==> config.mk <==
export PLATFORM = sky130hd
export DESIGN_NAME = rmst_walk_flat
export DESIGN_NICKNAME = d
export VERILOG_FILES = /design/src/rmst_pkg.sv /design/src/rmst_cmd_if.sv /design/src/rmst_walk.sv /design/src/flat_wrapper.sv
export SDC_FILE = /design/constraint.sdc
export NUM_CORES = 1
export LEC_CHECK = 0
export ABC_AREA = 1
export BUFFER_PORTS_ARGS = -buffer_cell sky130_fd_sc_hd__buf_4
export CORE_ASPECT_RATIO = 0.6
export CORE_MARGIN = 8
export CORE_UTILIZATION = 50
export DETAILED_ROUTE_END_ITERATION = 8
export PLACE_DENSITY = 0.75
export RECOVER_POWER = 50
export SLEW_MARGIN = 10
export SYNTH_ARGS = -nofsm -noshare
export SYNTH_HDL_FRONTEND = slang
export SYNTH_SLANG_ARGS = --single-unit
export TNS_END_PERCENT = 1
==> constraint.sdc <==
create_clock -name clk -period 5.8 [get_ports clk]
set_clock_uncertainty 0.15 [all_clocks]
set_input_delay 0.87 -clock clk [delete_from_list [all_inputs] [get_ports clk]]
set_output_delay 0.87 -clock clk [all_outputs]
set_load 0.1 [all_outputs]
==> src/rmst_pkg.sv <==
// ----------------------------------------------------------------------------
// rmst_pkg
// Shared types and constants of the range-minimum segment tree: value type,
// the INF sentinel, operation codes and the structs passed between modules.
// ----------------------------------------------------------------------------
`default_nettype none

package rmst_pkg;

	typedef logic signed [31:0] value_t;

	// Largest signed value; marks an empty node or an empty range
	localparam value_t INF = 32'sh7FFF_FFFF;

	// Operation codes on the func field
	localparam logic FUNC_WRITE = 1'b0;
	localparam logic FUNC_QUERY = 1'b1;

	// Node memory port enables
	typedef struct packed {
		logic we;
		logic re_a;
		logic re_b;
	} mem_ctl_t;

	// One query result
	typedef struct packed {
		value_t minimum;
		logic   range_empty;
	} result_t;

endpackage

`default_nettype wire

==> src/rmst_cmd_if.sv <==
// ----------------------------------------------------------------------------
// rmst_cmd_if
// Command channel: point write or range query, valid/ready handshake.
// ----------------------------------------------------------------------------
`default_nettype none

interface rmst_cmd_if;
	logic                 valid;
	logic                 ready;
	logic                 func;
	logic [9:0]           position;
	logic [10:0]          range_end;
	rmst_pkg::value_t     new_value;

	modport source (output valid, func, position, range_end, new_value, input ready);
	modport sink (input valid, func, position, range_end, new_value, output ready);
endinterface

`default_nettype wire

==> src/rmst_walk.sv <==
// ----------------------------------------------------------------------------
// rmst_walk
// Tree walk sequencer: clears the node memory after reset, climbs from a leaf
// to the root on a write, and folds node minimums level by level on a query.
// ----------------------------------------------------------------------------
`default_nettype none

module rmst_walk #(
	parameter int LEAVES = 1024,
	localparam int AW = $clog2(LEAVES) + 1
) (
	input  wire logic               clk,
	input  wire logic               arst_n,
	rmst_cmd_if.sink                cmd,
	input  wire logic               res_free,
	output logic                    res_load,
	output rmst_pkg::result_t       res_data,
	output rmst_pkg::mem_ctl_t      mem_ctl,
	output logic [AW-1:0]           waddr,
	output rmst_pkg::value_t        wdata,
	output logic [AW-1:0]           raddr_a,
	output logic [AW-1:0]           raddr_b,
	input  wire rmst_pkg::value_t   rdata_a,
	input  wire rmst_pkg::value_t   rdata_b
);
	import rmst_pkg::*;

	localparam int LW = $clog2(LEAVES);
	localparam int IW = LW + 2;
	localparam int CW = (IW > 11) ? IW : 11;
	localparam logic [CW-1:0] LEAVES_C  = CW'(LEAVES);
	localparam logic [AW-1:0] LAST_NODE = AW'(2 * LEAVES - 1);
	localparam logic [AW-1:0] ROOT      = AW'(1);

	localparam logic [2:0] ST_CLEAR = 3'd0;
	localparam logic [2:0] ST_IDLE  = 3'd1;
	localparam logic [2:0] ST_WUP   = 3'd2;
	localparam logic [2:0] ST_QWALK = 3'd3;
	localparam logic [2:0] ST_QOUT  = 3'd4;

	logic [2:0]    state_q;
	logic [AW-1:0] clr_q;
	logic [AW-1:0] node_q;
	value_t        cur_q;
	logic [IW-1:0] l_q;
	logic [IW-1:0] r_q;
	logic          va_q;
	logic          vb_q;
	value_t        best_q;
	logic          empty_q;

	logic [CW-1:0] pos_w;
	logic [CW-1:0] end_w;
	logic [CW-1:0] lo_w;
	logic [CW-1:0] hi_w;
	logic [CW-1:0] leaf_w;
	logic [CW-1:0] l_init_w;
	logic [CW-1:0] r_init_w;
	logic [AW-1:0] leaf_node;
	logic          write_ok;
	logic          accept;
	logic [AW-1:0] parent;
	value_t        up_min;
	value_t        cand_a;
	value_t        cand_b;
	value_t        pair_min;
	value_t        best_n;
	logic          walk_on;
	logic [IW-1:0] l_next;
	logic [IW-1:0] r_dec;

	// Clip the command fields to the leaf range
	always_comb begin
		pos_w     = CW'(cmd.position);
		end_w     = CW'(cmd.range_end);
		lo_w      = (pos_w > LEAVES_C) ? LEAVES_C : pos_w;
		hi_w      = (end_w > LEAVES_C) ? LEAVES_C : end_w;
		leaf_w    = pos_w + LEAVES_C;
		l_init_w  = lo_w + LEAVES_C;
		r_init_w  = hi_w + LEAVES_C;
		leaf_node = leaf_w[AW-1:0];
		write_ok  = pos_w < LEAVES_C;
	end

	assign cmd.ready = (state_q == ST_IDLE);
	assign accept    = cmd.valid && cmd.ready;

	// Climb step: combine the carried value with the sibling just read
	assign parent = {1'b0, node_q[AW-1:1]};
	assign up_min = (rdata_a < cur_q) ? rdata_a : cur_q;

	// Query step: fold the nodes read in the previous level
	always_comb begin
		cand_a   = va_q ? rdata_a : INF;
		cand_b   = vb_q ? rdata_b : INF;
		pair_min = (cand_a < cand_b) ? cand_a : cand_b;
		best_n   = (pair_min < best_q) ? pair_min : best_q;
		walk_on  = l_q < r_q;
		l_next   = l_q + IW'(l_q[0]);
		r_dec    = r_q - IW'(r_q[0]);
	end

	// Drive the node memory ports
	always_comb begin
		mem_ctl = '0;
		waddr   = clr_q;
		wdata   = INF;
		raddr_a = leaf_node ^ ROOT;
		raddr_b = r_dec[AW-1:0];
		unique case (state_q)
			ST_CLEAR: begin
				mem_ctl.we = 1'b1;
			end
			ST_IDLE: begin
				if (accept && cmd.func == FUNC_WRITE && write_ok) begin
					mem_ctl.we   = 1'b1;
					mem_ctl.re_a = 1'b1;
					waddr        = leaf_node;
					wdata        = cmd.new_value;
				end
			end
			ST_WUP: begin
				mem_ctl.we   = 1'b1;
				waddr        = parent;
				wdata        = up_min;
				mem_ctl.re_a = (parent != ROOT);
				raddr_a      = parent ^ ROOT;
			end
			ST_QWALK: begin
				if (walk_on) begin
					mem_ctl.re_a = l_q[0];
					mem_ctl.re_b = r_q[0];
					raddr_a      = l_q[AW-1:0];
				end
			end
			default: begin
			end
		endcase
	end

	// Hand the result to the output register
	assign res_load = (state_q == ST_QOUT) && res_free;
	always_comb begin
		res_data.minimum     = best_q;
		res_data.range_empty = empty_q;
	end

	// Sequencer
	always_ff @(posedge clk or negedge arst_n) begin
		if (!arst_n) begin
			state_q <= ST_CLEAR;
			clr_q   <= '0;
			node_q  <= '0;
			cur_q   <= INF;
			l_q     <= '0;
			r_q     <= '0;
			va_q    <= 1'b0;
			vb_q    <= 1'b0;
			best_q  <= INF;
			empty_q <= 1'b0;
		end else begin
			unique case (state_q)
				ST_CLEAR: begin
					clr_q <= clr_q + AW'(1);
					if (clr_q == LAST_NODE) begin
						state_q <= ST_IDLE;
					end
				end
				ST_IDLE: begin
					if (accept) begin
						if (cmd.func == FUNC_WRITE) begin
							// drop writes beyond the leaves
							if (write_ok) begin
								node_q  <= leaf_node;
								cur_q   <= cmd.new_value;
								state_q <= ST_WUP;
							end
						end else begin
							l_q     <= l_init_w[IW-1:0];
							r_q     <= r_init_w[IW-1:0];
							empty_q <= (lo_w >= hi_w);
							best_q  <= INF;
							va_q    <= 1'b0;
							vb_q    <= 1'b0;
							state_q <= ST_QWALK;
						end
					end
				end
				ST_WUP: begin
					cur_q  <= up_min;
					node_q <= parent;
					if (parent == ROOT) begin
						state_q <= ST_IDLE;
					end
				end
				ST_QWALK: begin
					best_q <= best_n;
					if (walk_on) begin
						l_q  <= l_next >> 1;
						r_q  <= r_dec >> 1;
						va_q <= l_q[0];
						vb_q <= r_q[0];
					end else begin
						va_q    <= 1'b0;
						vb_q    <= 1'b0;
						state_q <= ST_QOUT;
					end
				end
				ST_QOUT: begin
					if (res_free) begin
						state_q <= ST_IDLE;
					end
				end
				default: begin
					state_q <= ST_IDLE;
				end
			endcase
		end
	end

endmodule

`default_nettype wire

==> src/flat_wrapper.sv <==
// flat-port wrapper written by rule: the top's interface ports become plain ports
module rmst_walk_flat import rmst_pkg::*;
#(
	parameter int LEAVES = 1024,
	localparam int AW = $clog2(LEAVES) + 1
)
  (clk, arst_n, res_free, res_load, res_data, mem_ctl, waddr, wdata, raddr_a, raddr_b, rdata_a, rdata_b, cmd_valid, cmd_func, cmd_position, cmd_range_end, cmd_new_value, cmd_ready);
  rmst_cmd_if cmd_i ();
  input  wire logic clk;
  input  wire logic arst_n;
  input  wire logic res_free;
  output logic res_load;
  output rmst_pkg::result_t res_data;
  output rmst_pkg::mem_ctl_t mem_ctl;
  output logic [AW-1:0] waddr;
  output rmst_pkg::value_t wdata;
  output logic [AW-1:0] raddr_a;
  output logic [AW-1:0] raddr_b;
  input  wire rmst_pkg::value_t rdata_a;
  input  wire rmst_pkg::value_t rdata_b;
  input wire logic [$bits(cmd_i.valid)-1:0] cmd_valid;
  input wire logic [$bits(cmd_i.func)-1:0] cmd_func;
  input wire logic [$bits(cmd_i.position)-1:0] cmd_position;
  input wire logic [$bits(cmd_i.range_end)-1:0] cmd_range_end;
  input wire logic [$bits(cmd_i.new_value)-1:0] cmd_new_value;
  output wire logic [$bits(cmd_i.ready)-1:0] cmd_ready;
  assign cmd_i.valid = cmd_valid;
  assign cmd_i.func = cmd_func;
  assign cmd_i.position = cmd_position;
  assign cmd_i.range_end = cmd_range_end;
  assign cmd_i.new_value = cmd_new_value;
  assign cmd_ready = cmd_i.ready;
  rmst_walk #(.LEAVES(LEAVES)) u_core (.clk(clk), .arst_n(arst_n), .cmd(cmd_i), .res_free(res_free), .res_load(res_load), .res_data(res_data), .mem_ctl(mem_ctl), .waddr(waddr), .wdata(wdata), .raddr_a(raddr_a), .raddr_b(raddr_b), .rdata_a(rdata_a), .rdata_b(rdata_b));
endmodule
== Word level (Yosys, flattened, before mapping) ==
Cells that the tools add are included.

* Register bits after elaboration: 116
* Bits in latches: 0
* Memory bits (writable): 0
* Bits in read-only memories: 0
* Bits of input ports: 122
* Output and inout port bits: 103
* Word-level logic and storage cells: 100
* Memories kept: 0

* Add/subtract/negate cells: 5
* Multiply operators: 0
* Div/mod/pow operators: 0
* Order comparisons: 6
* Equal/unequal tests: 16
* Shift-type cells: 0
* Mux-type cells: 47
* Bitwise logic cells: 3
* Reductions and logical operators: 13

{| class="wikitable"
|+ Operators by type and width
! operator !! count
|-
| 32-bit two-way mux || 10
|-
| 32-bit case mux with 2 select lines || 3
|-
| 32-bit < comparator || 3
|-
| 12-bit two-way mux || 6
|-
| 11-bit case mux with 2 select lines || 3
|-
| 11-bit two-way mux || 5
|-
| 12-bit case mux with 2 select lines || 2
|-
| 3-bit two-way mux || 5
|-
| 3-bit case mux with 5 select lines || 1
|-
| 10-bit by 11-bit adder with 12-bit output (second input constant) || 1
|-
| 12-bit by 1-bit adder with 12-bit output || 1
|-
| 12-bit by 11-bit adder with 12-bit output (second input constant) || 1
|-
| 10-bit by 12-bit greater-or-equal comparator with 1-bit output || 1
|-
| 12-bit < comparator || 1
|-
| 12-bit by 1-bit subtractor with 12-bit output || 1
|-
| 11-bit by 1-bit adder with 11-bit output (second input constant) || 1
|-
| 11-bit == test (second input constant) || 1
|-
| 11-bit > comparator (second input constant) || 1
|-
| 10-bit by 1-bit == test with 1-bit output (second input constant) || 1
|-
| 10-bit by 1-bit inequality test with 1-bit output (second input constant) || 1
|-
| 2-bit inequality test (second input constant) || 5
|-
| 3-bit AND reduction || 3
|-
| 2-bit by 1-bit inequality test with 1-bit output (second input constant) || 4
|-
| 4-bit AND reduction || 2
|-
| 13 further kinds || 27
|}

== Longest topological paths before layout ==
* Word-level depth: 6
* Gate-level depth with buffers: 38
* Mapped depth without buffers: 34

== Worst setup path before layout ==
OpenSTA, ideal clock, no wires.

* Path kind: register -> output
* From: register u_core.state_q[2]
* To: output waddr[0]
* Data arrival time: 5.267 ns
* Path slack: -0.487 ns
* Cell stages (with the launch flop): 8
* Path buffers: 2
* Path through: dfrtp_1 -> nor3_1 -> nand2_1 -> nor2_1 -> clkbuf_1 -> inv_1 -> clkbuf_1 -> o221ai_1

* Cells in the longest elaborated chain, start to end: 5

{| class="wikitable"
|+ RTL lines
! element !! line !! RTL
|-
| start, declared || rmst_walk.sv:41 || <nowiki>logic [2:0] state_q;</nowiki>
|-
| start signal, assigned || rmst_walk.sv:151 || <nowiki>state_q <= ST_CLEAR;</nowiki>
|-
| start signal, assigned || rmst_walk.sv:166 || <nowiki>state_q <= ST_IDLE;</nowiki>
|-
| start signal, assigned || rmst_walk.sv:176 || <nowiki>state_q <= ST_WUP;</nowiki>
|-
| 3-bit by 1-bit == test with 1-bit output (*) || rmst_walk.sv:85 || <nowiki>assign cmd.ready = (state_q == ST_IDLE);</nowiki>
|-
| net cmd_ready || flat_wrapper.sv:26 || <nowiki>output wire logic [$bits(cmd_i.ready)-1:0] cmd_ready;</nowiki>
|-
| 1-bit logical AND || rmst_walk.sv:86 || <nowiki>assign accept = cmd.valid && cmd.ready;</nowiki>
|-
| 1-bit logical AND || rmst_walk.sv:115 || <nowiki>if (accept && cmd.func == FUNC_WRITE && write_ok) begin</nowiki>
|-
| 11-bit two-way mux || rmst_walk.sv:115 ||
|-
| 11-bit case mux with 2 select lines (*) || rmst_walk.sv:110 || <nowiki>unique case (state_q)</nowiki>
|-
| end, declared || flat_wrapper.sv:15 || <nowiki>output logic [AW-1:0] waddr;</nowiki>
|}

The timed path passes the listed nets; every way through them passes the cells marked *.

== Final worst setup path ==
* From: register u_core.cur_q[1]
* To: output wdata[14]

* Cells in the longest elaborated chain, start to end: 3

{| class="wikitable"
|+ RTL lines
! element !! line !! RTL
|-
| start, declared || rmst_walk.sv:44 || <nowiki>value_t cur_q;</nowiki>
|-
| start signal, assigned || rmst_walk.sv:175 || <nowiki>cur_q <= cmd.new_value;</nowiki>
|-
| start signal, assigned || rmst_walk.sv:190 || <nowiki>cur_q <= up_min;</nowiki>
|-
| 32-bit < comparator || rmst_walk.sv:90 || <nowiki>assign up_min = (rdata_a < cur_q) ? rdata_a : cur_q;</nowiki>
|-
| 32-bit two-way mux || rmst_walk.sv:90 ||
|-
| 32-bit case mux with 2 select lines || rmst_walk.sv:110 ||
|-
| end, declared || flat_wrapper.sv:16 || <nowiki>output rmst_pkg::value_t wdata;</nowiki>
|}

No other way between the ends.

==> out/results.ini <==
[worst_setup_path]
critPathLaunchType = flip-flop
cp-end-kind = primary output
critPathMaxFanout = 35
path_class = reg2out
crit_arrival_ns = 4.15
cp.required_ns = 4.78

[cells_and_area]
stdcell_count = 1859
multi_input_area_sq_um = 5890
mostFrequentLayoutCells = 369 x nand2_1, 194 x buf_4, 179 x inv_1
drive_gt1_frac = 0.190
seq_area_sq_um = 2930
fill_cells = 1845
nNetsFinal = 1816
final_common_cell = nand2_1
areaGrowthSynthToFinish_pct = 22.8

[drt]
antenna_left = 0
drtIter0Drc = 977
first_pass_iters = 6
drt-total-wl_um = 34500
vias_per_cell = 5.56
drt-wirelength-per-cell_um = 18.6
drcViolationCount = 0
dr_total_vias = 10336

[clock_tree]
insertion_delay_ns = 0.44
cts_tree = yes
postCtsResizedCells = 0
cts_buffer_depth = 2
clk_pin_slew_ns = 0.06
cts_hold_buf = 0
clockRootBuffer = clkbuf_16
post_cts_buffers = 0
htree_num_levels = 4
cts_sinks = 114
cts_buffers = 17

[synth]
synth.top_cell.area_share = 0.166
ys_ff_latch = 114
syn-cell-area_sq_um = 9800
synthCells = 1394
ys_warn_count = 0
syn_avg_cell_area_sq_um = 7.03
async_flop_share = 1.00
ys_seq_area_frac = 0.299
yosysUniqueCellTypes = 46
synth-edff-count = 0
synth_top_area_cell = dfstp_2
ys.flop_type = dfstp_2
synth.area.top_cells = dfstp_2 17%, ha_1 15%, nand2_1 14%
syn_nets = 1631

[sta]
slew_viol_final = 74
rsz0062_at_grt = no
report.final.hold_viol_count = 0
worst_pin_slew_ns = 4.23
slew_headroom = -1.82
fmax_ghz = 0.193
period_share = 0.891
holdWs_ns = 0.319
fin_crit_ns = 5.17
worst_slack_ns = 0.631
setup_viol = 0
tns_ns = 0

[global_routing]
grt_pass1_wl_um = 54200
track_usage = 0.278
grt-ovfl-total = 0
first_global_vias = 9811
antenna_found_initial = 2
grt_max_degree = 74

[floorplan]
fp.dieW_um = 197
start_util = 0.513
io_pins = 225
core.rowCount = 39
core_sq_um = 19100
die_area_sq_um = 24500
die_y_um = 124

[job]
timing.max_cap.violations = 1

[place]
place_hpwl_um = 27000
portBuffers = 223
place.gp.congestion = 0.951
place_inst = 1826
dpl_worst_slack_ns = 0.551

[hold_path]
hp-class = reg2reg

[outcome]
violations = max-capacitance violations, max-slew violations
outcome = finished with violations

==> registers in the layout, summed over array words and instances, names as in the netlist <==
signal and flops:
u_core.clr_q 11, u_core.l_q 11, u_core.r_q 12, u_core.empty_q 1, u_core.va_q 1, u_core.best_q 32, u_core.node_q 10, u_core.state_q 3
u_core.vb_q 1, u_core.cur_q 32
==> synthesized netlist by cell type (2+ instances only) <==
library cell,instances
inv_1,179
dfrtp_1,52
nand3b_1,2
clkbuf_1,64
a211oi_1,7
o211ai_1,55
a21oi_1,63
a21o_1,3
o21a_1,2
buf_2,4
dfstp_2,62
a22oi_1,30
o31ai_1,2
a31oi_1,8
a21boi_1,2
nor2_1,79
nand2_2,5
buf_6,3
o21bai_1,2
o221ai_1,10
xor2_1,15
nor4_1,7
nand3_1,86
nor3_1,10
a21boi_0,3
ha_1,115
buf_4,4
inv_2,2
nand4_1,9
nand2_1,370
o21ai_0,124
==> through the flow <==
stage	util	area, sq um
2_1_floorplan	-	9810
4_1_cts	0.638	12200
5_1_grt	0.629	12000
6_report	0.629	12000
3_5_place_dp	0.610	11700
3_3_place_gp	0.610	11700
==> kinds of logic (layout without fill, tap and decap cells) <==
kind of cell / Yosys count / after routing / share of synthesized area
and+or+nand+nor: 573 / 573 / 0.240
AOI/OAI and AO/OA: 318 / 318 / 0.197
buffers and inverters: 257 / 455 / 0.103
DFF: 114 / 114 / 0.299
adders and majority gates: 115 / 115 / 0.147
other: 1 / 2 / 0.000382
xor gates and xnor gates: 16 / 16 / 0.0143
==> critical path, stage by stage, from the launching register on <==
cell and delay [ns]:
dfstp_2 0.52, inv_1 0.06, ha_1 0.27, a21boi_0 0.17, o211ai_1 0.10, nand2_1 0.07, nand4_1 0.09, o211ai_1 0.11
a21oi_1 0.11, o21ai_0 0.36, nand4_1 0.19, a21o_1 0.21, nand2_2 0.50, buf_4 0.32, o211ai_1 0.14, nand2_1 0.16
buf_4 0.32
==> worst paths after layout <==
kind	from	end	slack (ns)	cells past startpoint
worst max-delay path	u_core.cur_q[1]	wdata[14]	0.63	16
worst max register to register	u_core.vb_q	u_core.best_q[26]	0.64	31
worst min-delay path	u_core.clr_q[10]	u_core.clr_q[10]	0.32	1
worst min register to register	u_core.clr_q[10]	u_core.clr_q[10]	0.32	1
max in group asynchronous	arst_n	u_core.r_q[3]	0.94	2
min in group asynchronous	arst_n	u_core.node_q[5]	1.76	1
==> routing by layer <==
layer | vias up | wire length, um | track usage
met1 | 4776 | 16300 | 0.409
met2 | 476 | 14000 | 0.386
met4 | 2 | 320 | 0.0520
met5 | - | 13 | 0
met3 | 38 | 3840 | 0.0966
li1 | 5044 | - | -
==> layout make-up <==
class,count,share of cell area
Multi-Input combinational cell,1023,0.489
Sequential cell,114,0.243
Timing Repair Buffer,241,0.138
Inverter,182,0.0568
Clock buffer,21,0.0366
Tap cell,266,0.0276
Clock inverter,11,0.00748
Antenna cell,1,0.000208
Power is left out: the tool's default activity adds up to more than one toggle a clock period on the data nets, which glitch-free logic cannot reach.
